**config.mk**
```make
export PLATFORM = sky130hd
export DESIGN_NAME = dhc_front
export DESIGN_NICKNAME = d
export VERILOG_FILES = /design/src/hdl/dhc_pkg.sv /design/src/hdl/dhc_front.sv
export SDC_FILE = /design/constraint.sdc
export NUM_CORES = 1
export LEC_CHECK = 0
export ABC_AREA = 1
export ABC_CLOCK_PERIOD_IN_PS = 8200
export BUFFER_PORTS_ARGS = -buffer_cell sky130_fd_sc_hd__buf_2
export CAP_MARGIN = 40
export CORE_MARGIN = 4
export CORE_UTILIZATION = 50
export CTS_BUF_LIST = sky130_fd_sc_hd__clkbuf_8 sky130_fd_sc_hd__clkbuf_16
export DETAILED_ROUTE_END_ITERATION = 8
export PLACE_DENSITY = 0.77
export SLEW_MARGIN = 0
export SYNTH_ARGS = -nofsm -noshare
export SYNTH_HDL_FRONTEND = slang
export SYNTH_SLANG_ARGS = --single-unit
```
**constraint.sdc**
```tcl
create_clock -name i_clk -period 8.2 [get_ports i_clk]
set_clock_uncertainty 0.1 [all_clocks]
set_input_delay 1.64 -clock i_clk [delete_from_list [all_inputs] [get_ports i_clk]]
set_output_delay 1.64 -clock i_clk [all_outputs]
set_load 0.01 [all_outputs]
```
**src/hdl/dhc_pkg.sv**
```systemverilog
// ----------------------------------------------------------------------------
// dhc_pkg
// Shared types, constants and the CRC step for the datagram header checker.
// ----------------------------------------------------------------------------
package dhc_pkg;

    localparam int unsigned COUNT_W     = 11;
    localparam int unsigned HDR_BYTES   = 32;
    localparam int unsigned HDR_IDX_W   = $clog2(HDR_BYTES);
    localparam int unsigned CRC_BYTES   = 30;
    localparam int unsigned MAX_LEN     = 1600;
    localparam int unsigned LEN_W       = 17;
    localparam logic [15:0] MAGIC_WORD  = 16'h464d;
    localparam logic [7:0]  VERSION_ID  = 8'd1;
    localparam logic [31:0] CRC_POLY    = 32'hedb88320;
    localparam logic [31:0] CRC_PRESET  = 32'hffffffff;

    localparam int unsigned QUEUE_DEPTH = 4;
    localparam int unsigned QPTR_W      = $clog2(QUEUE_DEPTH);
    localparam int unsigned QCNT_W      = $clog2(QUEUE_DEPTH + 1);

    typedef enum logic [2:0] {
        ST_OK      = 3'd0,
        ST_SHORT   = 3'd1,
        ST_BAD_HDR = 3'd2,
        ST_BAD_CRC = 3'd3,
        ST_BAD_LEN = 3'd4
    } t_status;

    typedef logic [HDR_BYTES-1:0][7:0] t_header;

    // classified datagram waiting for the back end
    typedef struct packed {
        t_status status;
        t_header hdr;
    } t_item;

    // reflected CRC-32, one byte, bit steps unrolled
    function automatic logic [31:0] crc_byte(input logic [31:0] c, input logic [7:0] b);
        logic [31:0] x;
        x = c ^ {24'd0, b};
        for (int k = 0; k < 8; k++) begin
            x = (x >> 1) ^ (CRC_POLY & {32{x[0]}});
        end
        return x;
    endfunction

endpackage

```
**src/hdl/dhc_front.sv**
```systemverilog
// ----------------------------------------------------------------------------
// dhc_front
// Byte intake: counts bytes, captures the header, runs the header CRC and
// classifies the datagram on its last byte.
// ----------------------------------------------------------------------------
module dhc_front (
    input  logic           i_clk,
    input  logic           i_rst_n,
    input  logic           i_take,
    input  logic [7:0]     i_data_byte,
    input  logic           i_last_byte,
    output logic           o_item_valid,
    output dhc_pkg::t_item o_item
);
    import dhc_pkg::*;

    logic [COUNT_W-1:0] r_count, n_count;
    logic [31:0]        r_crc, n_crc;
    t_header            r_hdr, n_hdr;
    logic               in_range;
    logic [LEN_W-1:0]   want_len;
    t_status            status;

    assign in_range = r_count < COUNT_W'(MAX_LEN);

    always_comb begin
        n_count = r_count;
        n_crc   = r_crc;
        if (in_range) begin
            n_count = r_count + 1'b1;
            if (r_count < COUNT_W'(CRC_BYTES)) begin
                n_crc = crc_byte(r_crc, i_data_byte);
            end
        end
    end

    always_comb begin
        for (int i = 0; i < HDR_BYTES; i++) begin
            n_hdr[i] = r_hdr[i];
            if (r_count < COUNT_W'(HDR_BYTES) && r_count[HDR_IDX_W-1:0] == HDR_IDX_W'(i)) begin
                n_hdr[i] = i_data_byte;
            end
        end
    end

    assign want_len = LEN_W'(HDR_BYTES) + {1'b0, n_hdr[29], n_hdr[28]};

    // first failing check wins
    always_comb begin
        if (n_count < COUNT_W'(HDR_BYTES)) begin
            status = ST_SHORT;
        end else if ({n_hdr[1], n_hdr[0]} != MAGIC_WORD || n_hdr[2] != VERSION_ID ||
                     n_hdr[3] != 8'(HDR_BYTES)) begin
            status = ST_BAD_HDR;
        end else if ((n_crc[15:0] ^ CRC_PRESET[15:0]) != {n_hdr[31], n_hdr[30]}) begin
            status = ST_BAD_CRC;
        end else if (LEN_W'(n_count) != want_len) begin
            status = ST_BAD_LEN;
        end else begin
            status = ST_OK;
        end
    end

    always_ff @(posedge i_clk) begin
        if (!i_rst_n) begin
            r_count      <= '0;
            r_crc        <= CRC_PRESET;
            o_item_valid <= 1'b0;
        end else begin
            o_item_valid <= i_take && i_last_byte;
            if (i_take) begin
                if (i_last_byte) begin
                    r_count <= '0;
                    r_crc   <= CRC_PRESET;
                end else begin
                    r_count <= n_count;
                    r_crc   <= n_crc;
                end
            end
        end
    end

    always_ff @(posedge i_clk) begin
        if (i_take) begin
            r_hdr <= n_hdr;
        end
        if (i_take && i_last_byte) begin
            o_item.status <= status;
            o_item.hdr    <= n_hdr;
        end
    end

endmodule

```
# == Word-level counts from Yosys, hierarchy flattened ==
# Index checks and enable logic that the tools add are counted.
# totals
word_cells,202
inputBits,12
rom_bits,0
output_inout_bits,260
regBits,559
latchBits,0
mem_count,0
ram_bits,0
# op_classes
div_mod_pow,0
multipliers,0
eq_ne,36
shifts,0
n_addsub,2
n_mux,40
magnitude_cmp,4
bitwise,10
reduce_logical,40
# ops
op,n
$mux 8,32
$xor 31x32->32,8
$mux 32,3
$eq 5x5->1 const B,16
$eq 5x4->1 const B,8
$logic_and 1x1->1,33
$xor 32x8->32,1
$lt 11x6->1 const B,2
$mux 11,2
$eq 5x3->1 const B,4
$add 6x16->17 const A,1
$ne 11x17->1,1
$ne 16x15->1 const B,1
$ne 16x16->1,1
$not 16->16,1
$add 11x1->11 const B,1
$lt 11x11->1 const B,1
$lt 11x5->1 const B,1
$eq 5x2->1 const B,2
$ne 8x1->1 const B,1
$ne 8x6->1 const B,1
$eq 5x1->1 const B,1
$logic_not 5->1,1
$mux 2,2
other kinds (5),7

# == Longest topological paths before layout ==
# Gate-level depths: netlist (run 1).
# logic_depth
ltp_word,15
mapped_depth,20
depth_no_buf,20

# == Worst setup path before layout (run 1) ==
# No wires, ideal clock.
# synth_path
path_type,in2reg
startpoint,in i_take
endpoint,reg r_crc[11]
required_ns,8.025
path_slack_ns,-0.667
arrival_ns,8.693
setup_time_ns,0.075
stages,8
n_path_buf,2
cell_sequence,clkbuf_1 nand2_1 inv_1 nor2_1 inv_1 clkbuf_1 a21oi_1 o21ai_0
# synth_rtl
item,line,text
"start, declared",dhc_front.sv:9,"input logic i_take,"
"end signal, assigned",dhc_front.sv:77,r_crc <= n_crc;
"end, declared",dhc_front.sv:18,"logic [31:0] r_crc, n_crc;"

# == Worst setup path after layout (run 1) ==
# layout_path
startpoint,in i_take
endpoint,reg r_crc[28]
# layout_between
elab_chain_cells,1
# layout_rtl
item
$reduce_and 3->1 (no source line)
# No other way between the ends.
# A chain may end at the register's enable or synchronous reset.

==> flow_summary.json, run 1 <==
{
  "start_kind": "primary input",
  "cpMaxStageDelayCell": "clkinv_1",
  "drc": 0,
  "die_area_sq_um": 48900,
  "antenna_left": 0,
  "die_y_microns": 221,
  "cts_tree": "yes",
  "slew_headroom_pct": 33.2,
  "r2r_slack_ns": 4.70,
  "drt_iter0_markers": 1547,
  "wl_met1_mm": 25.3,
  "timing.rr.end": "o_item[258]$_SDFFCE_PP0P_",
  "grt_pass1_wl_mm": 90.0,
  "insertion_delay_ns": 0.61,
  "status": "finished, final reports clean",
  "worst-path-max-fanout": 68,
  "synth.cell_area_sq_um": 22700,
  "wl_per_cell_microns": 20.6,
  "synthCells": 1975,
  "crit_type": "in2reg",
  "worst_ep_arrival_time_ns": 4.69,
  "irDropWorstVdd_mv": 0.213,
  "synth_fp_nets": 1994,
  "timing.final.ws_setup_ns": 3.89,
  "r2r_cells": 17,
  "p_leak_uw": 0.0110,
  "cts_root_buffer": "clkbuf_16",
  "min_period_ns": 4.31,
  "ys_seq_elements": 559,
  "gp_congestion": 0.941,
  "core_area_sq_um": 44500,
  "cts_setup_buffers": 0,
  "dr.pass1.iters": 7,
  "setup_violations": 0,
  "htree_levels": 2,
  "hold_viol_final": 0,
  "power_density_nw_per_um2": 238,
  "dp_slack_ns": 3.39,
  "clk_pin_slew_ns": 0.06,
  "wl_met3_mm": 4.43,
  "hp-class": "reg2reg",
  "avgSynthCellArea_sq_um": 11.5,
  "min_from": "r_crc[27]$_SDFFE_PN1P_",
  "vias_per_cell": 5.46,
  "io_pins": 272,
  "setup_tns_ns": 0,
  "grt_antenna_before_repair": 1,
  "min_path_cells": 2,
  "rsz0062_at_grt": "false",
  "insertedDiodeCount": 0,
  "hold_ws_ns": 0.398,
  "crit_required_ns": 8.58,
  "finalCritPeriodShare_pct": 52.6,
  "port_buffers": 271,
  "wirelength_mm": 59.4,
  "slew_violations": 0,
  "hpwl_mm": 39.5,
  "clk_path_buf_depth": 3,
  "yosysWarnings": 0,
  "grt_max_degree": 70,
  "min_to": "r_crc[27]$_SDFFE_PN1P_",
  "top_layer": "met4",
  "tightest_slew_ns": 0.999,
  "numCtsBuffers": 55,
  "die_x_microns": 221,
  "crit_chain": "buf_8 > inv_1 > nor2_4 > clkinv_1 > o311ai_0",
  "max_stage_delay_ns": 0.89,
  "cp-startpoint": "i_take",
  "cts.sinks": 559,
  "hold_buffers": 0,
  "grt_pass1_vias": 15095,
  "cp-end-kind": "flop",
  "drive_above_1_share_pct": 17.4,
  "final_nets": 2270,
  "fmax_mhz": 232,
  "cts_resized": 0,
  "track_usage_pct": 23.5,
  "maxCapViolations": 0,
  "ys_seq_area_share_pct": 72.0,
  "overflow": 0,
  "num_rows": 77,
  "dr_wl_met2_mm": 28.0,
  "ys_types": 39,
  "routed-via-count": 15740,
  "initial_core_util_pct": 51.0,
  "r2r_start": "r_count[0]$_SDFFE_PN0P_",
  "area_growth_syn_to_layout_pct": 16.6
}
==> layer usage <==
layer | GRT usage [%] | vias up
met4 | 7.03 | 0
met3 | 4.78 | 99
li1 | - | 7382
met2 | 38.0 | 688
met5 | 0 | -
met1 | 32.7 | 7571
==> flip-flops by register name (all words and copies together) (netlist names) <==
register      flops
o_item          259
r_hdr           256
r_crc            32
r_count          11
o_item_valid      1
==> cells in the mapped netlist, drive strengths merged <==
library cell | n | area [sq um]
dfxtp | 44 | 881
o221ai | 4 | 35.0
o211ai | 11 | 82.6
nor2 | 99 | 430
xnor2 | 8 | 70.1
nand3 | 79 | 408
o21ai | 269 | 1360
nand3b | 4 | 30.0
a211oi | 1 | 7.51
ha | 7 | 87.6
nor3 | 6 | 30.0
clkbuf | 61 | 229
or2 | 5 | 31.3
o2111ai | 1 | 8.76
nor4 | 1 | 6.26
a31oi | 1 | 6.26
nand4 | 12 | 75.1
edfxtp | 515 | 15500
buf | 15 | 97.6
clkinv | 2 | 7.51
a21o | 1 | 7.51
nand2 | 640 | 2430
inv | 117 | 439
xor2 | 29 | 254
o311ai | 1 | 8.76
o21a | 2 | 15.0
a21oi | 40 | 200
==> kinds of logic after synthesis <==
family	count (synthesis)	share of synthesized area (%)
xor+xnor	37	1.43
compound gates	331	7.63
fa+ha+maj	7	0.386
flops	559	72.0
buf+inv	195	3.41
simple gates	846	15.1
==> critical path: cells and delay by family <==
family | cells | cell delay (ns)
AND/OR/NAND/NOR | 1 | 0.69
buffers and inverters | 3 | 1.72
AO/OA/AOI/OAI | 1 | 0.58
==> worst max-delay path by stage <==
stage,cells after the start,slack [ns],endpoint
after floorplan,8,0.96,r_crc[11]$_SDFFE_PN1P_
after global placement,19,3.09,o_item[257]$_SDFFCE_PP0P_
after detailed placement,5,3.39,r_crc[28]$_SDFFE_PN1P_
after CTS,5,4.01,r_crc[28]$_SDFFE_PN1P_
after global routing,19,3.71,o_item[257]$_SDFFCE_PP0P_
final,5,3.89,r_crc[28]$_SDFFE_PN1P_
==> where the power goes <==
part / leakage (uW) / switching [uW] / internal, uW / total, uW
clock: 0.000872 / 1040 / 1320 / 2360
sequential: 0.00530 / 63.3 / 3300 / 3360
combinational: 0.00482 / 404 / 171 / 575
==> cells in the final DEF, fill, tap and decap left out, types with 5 or more instances in the layout <==
master / instances
inv_1: 125
a21oi_1: 40
nor2_4: 5
xnor2_1: 8
clkbuf_16: 57
edfxtp_1: 515
o211ai_1: 11
nand3_1: 78
or2_2: 5
nor3_1: 6
buf_16: 5
nand2_2: 7
o21ai_0: 253
buf_2: 270
buf_4: 17
o21ai_1: 12
dfxtp_1: 44
ha_1: 7
xor2_1: 29
nor2_1: 91
clkinv_1: 16
nand4_1: 12
nand2_1: 632
clkinv_2: 7
==> through the flow <==
stage	total power [uW]	utilization [%]	std cells	area, sq um
after floorplan	3740	-	1975	22700
after global placement	3970	55.3	2779	24600
after detailed placement	3990	55.7	2786	24800
after CTS	6330	59.5	2885	26500
after global routing	6540	59.5	2885	26500
final	6300	59.5	2885	26500
==> cell type report <==
| class | count | area [sq um] |
|---|---|---|
| clock inverters | 38 | 211 |
| fillers | 3593 | 18000 |
| multi-input cells | 1221 | 5590 |
| inverters | 119 | 450 |
| flip-flops and latches | 559 | 16300 |
| clock buffers | 61 | 1480 |
| well taps | 592 | 741 |
| repair buffers | 295 | 1660 |
Power figures use the tool's default switching activity.
==> inputs of run 2 (changes only) <==
- ABC_AREA: 1 -> 0
- ABC_CLOCK_PERIOD_IN_PS: 8200 -> 4000
- PLACE_DENSITY: 0.77 -> 0.74
- clock period: 8.2 -> 4 ns (I/O delays scaled with it)
==> run 2 against run 1 <==
Final cell count fell by 20%; critical endpoint is now o_item[258]$_SDFFCE_PP0P_; critical path type is now reg2reg; largest power group unchanged; highest routed layer unchanged; sequential cell count did not move; setup slack got worse by 3.6 ns; wire length fell by 8.2%.
==> flow_summary.json, run 2 <==
{
  "status": "finished, final reports clean",
  "pwr-share-seq_pct": 48.8,
  "cts_setup_buffers": 0,
  "grt_max_degree": 173,
  "antenna_left": 0,
  "cts_root_buffer": "clkbuf_16",
  "yosysWarnings": 0,
  "switching_power_uw": 3270,
  "drt_iter0_markers": 1051,
  "hp-class": "reg2reg",
  "final_cell_mix": "515 x edfxtp_1, 270 x buf_2, 217 x mux2_2",
  "slew_violations": 0,
  "drive_above_1_share_pct": 37.6,
  "htree_levels": 2,
  "dp_cells": 2208,
  "p_comb_share_pct": 11.5,
  "io_pins": 272,
  "num_rows": 77,
  "crit_type": "reg2reg",
  "ys_types": 62,
  "setup_tns_ns": 0,
  "swShare_pct": 23.2,
  "cp-end-kind": "flop",
  "grt_pass1_vias": 13307,
  "min_period_ns": 3.72,
  "avgSynthCellArea_sq_um": 16.7,
  "largest_reg_flops": 259,
  "final_nets": 1692,
  "setup_violations": 0,
  "tightest_slew_ns": 1.05,
  "die_x_microns": 221,
  "core_area_sq_um": 44400,
  "grt_pass1_wl_mm": 81.7,
  "yosys-top-cells-count": "515 x edfxtp_1, 217 x mux2_2, 105 x nand2_1",
  "dr.pass1.iters": 5,
  "initial_core_util_pct": 50.9,
  "hold_ws_ns": 0.395,
  "vias_per_cell": 5.57,
  "regMostFlops": "o_item",
  "cts_resized": 0,
  "p_leak_uw": 0.0100,
  "synth.top_cell.area_share_pct": 68.4,
  "hold_viol_final": 0,
  "synth_fp_nets": 1374,
  "crit_required_ns": 4.36,
  "synthFlopType": "edfxtp_1",
  "clk_pin_slew_ns": 0.06,
  "slew_headroom_pct": 30.3,
  "rsz0062_at_grt": "false",
  "cts.sinks": 559,
  "dp_slack_ns": 0.219,
  "port_buffers": 271,
  "worst_ep_arrival_time_ns": 4.07,
  "ys_seq_elements": 559,
  "async_reset_ff_share_pct": 0,
  "fmax_mhz": 269,
  "track_usage_pct": 22.1,
  "yosys.area.top_type": "edfxtp_1",
  "timing.final.ws_setup_ns": 0.284,
  "hold_buffers": 0,
  "wirelength_mm": 54.5,
  "cts_tree": "yes",
  "synth-edff-count": 515,
  "hpwl_mm": 35.7,
  "total_power_uw": 14100,
  "internal-power_uw": 10800,
  "finalCritPeriodShare_pct": 92.9,
  "synthCells": 1355,
  "pwr-share-clk_pct": 39.7,
  "insertedDiodeCount": 0,
  "insertion_delay_ns": 0.61,
  "wl_per_cell_microns": 23.6,
  "die_area_sq_um": 48700,
  "synth.most_common_cell": "edfxtp_1",
  "grt_antenna_before_repair": 0,
  "ys_seq_area_share_pct": 72.3,
  "irDropWorstVdd_mv": 0.361,
  "die_y_microns": 221,
  "synth.cell_area_sq_um": 22600,
  "gp_congestion": 0.874,
  "numCtsBuffers": 55,
  "clk_path_buf_depth": 3,
  "drc": 0,
  "routed-via-count": 12879,
  "overflow": 0,
  "power_density_nw_per_um2": 524,
  "reg_top3": "o_item x259, r_hdr x256, r_crc x32",
  "final_common_cell": "edfxtp_1",
  "area_growth_syn_to_layout_pct": 19.2,
  "worst-path-max-fanout": 12,
  "maxCapViolations": 0,
  "synth_area_leaders": "edfxtp_1 68%, mux2_2 11%, dfxtp_1 3.9%",
  "final_cell_count_no_fill": 2312,
  "start_kind": "flop"
}
==> run 2: changes by cell type in the layout (fill, tap and decap cells not counted), moves of 13 or more <==
cell	before	now
xnor3_1	0	14
mux2i_1	0	16
xnor2_1	8	65
o211ai_1	11	33
and3_1	0	13
inv_1	125	29
o21ai_0	253	42
a21oi_1	40	18
nor2_1	91	19
buf_4	17	51
nand3_1	78	14
mux2_2	0	217
nand2_1	632	105
==> run 2: worst max-delay path, stage by stage (launching register included) <==
cell	delay (ns)
dfxtp_1	0.40
nor3_4	0.50
buf_4	0.21
nand4_4	0.17
mux2_2	0.36
or4_1	0.53
or4_4	0.53
or4b_1	0.57
a31oi_1	0.18
==> run 2: per-stage QoR <==
step | util [%] | area [sq um]
6_report | 60.7 | 27000
4_1_cts | 60.7 | 26900
3_3_place_gp | 56.2 | 25000
2_1_floorplan | - | 22600
5_1_grt | 60.7 | 27000
3_5_place_dp | 56.2 | 25000
==> run 2: layout make-up <==
class,count,area [sq um]
multi-input cells,706,5920
well taps,592,741
clock inverters,47,574
flip-flops and latches,559,16300
repair buffers,328,1870
fillers,3245,17500
inverters,23,86.3
clock buffers,57,1420
==> run 2: power by group through the flow <==
stage	Clock (uW)	Combinational, uW	Sequential, uW
after global placement	0	1580	7000
final	5610	1620	6890
after CTS	5710	1620	6890
after detailed placement	0	1610	7010
after global routing	5980	1760	6910
after floorplan	0	1040	7030
==> run 2: layer usage <==
metal | up-vias | track usage, % | share of wire (%) | wire [microns]
li1 | 5829 | - | - | -
met1 | 6559 | 28.6 | 41 | 22200
met2 | 398 | 36.2 | 49 | 26500
met3 | 93 | 7.15 | 7.7 | 4200
met4 | 0 | 6.37 | 2.8 | 1520
met5 | - | 0 | 0 | 0
==> run 2: cell families after synthesis <==
family | count (synthesis) | synth area share [%]
flops | 559 | 72.3
mux | 234 | 11.6
simple gates | 234 | 5.52
compound gates | 130 | 3.66
xor+xnor | 101 | 5.00
buf+inv | 90 | 1.54
fa+ha+maj | 7 | 0.387
==> run 2: path summary, 6_finish.rpt <==
check	startpoint	to	slack, ns	cells past startpoint
max reg2reg	r_count[6]$_SDFFE_PN0P_	o_item[258]$_SDFFCE_PP0P_	0.28	8
min	r_crc[16]$_SDFFE_PN1P_	r_crc[16]$_SDFFE_PN1P_	0.39	2
min reg2reg	r_crc[16]$_SDFFE_PN1P_	r_crc[16]$_SDFFE_PN1P_	0.39	2
max	r_count[6]$_SDFFE_PN0P_	o_item[258]$_SDFFCE_PP0P_	0.28	8
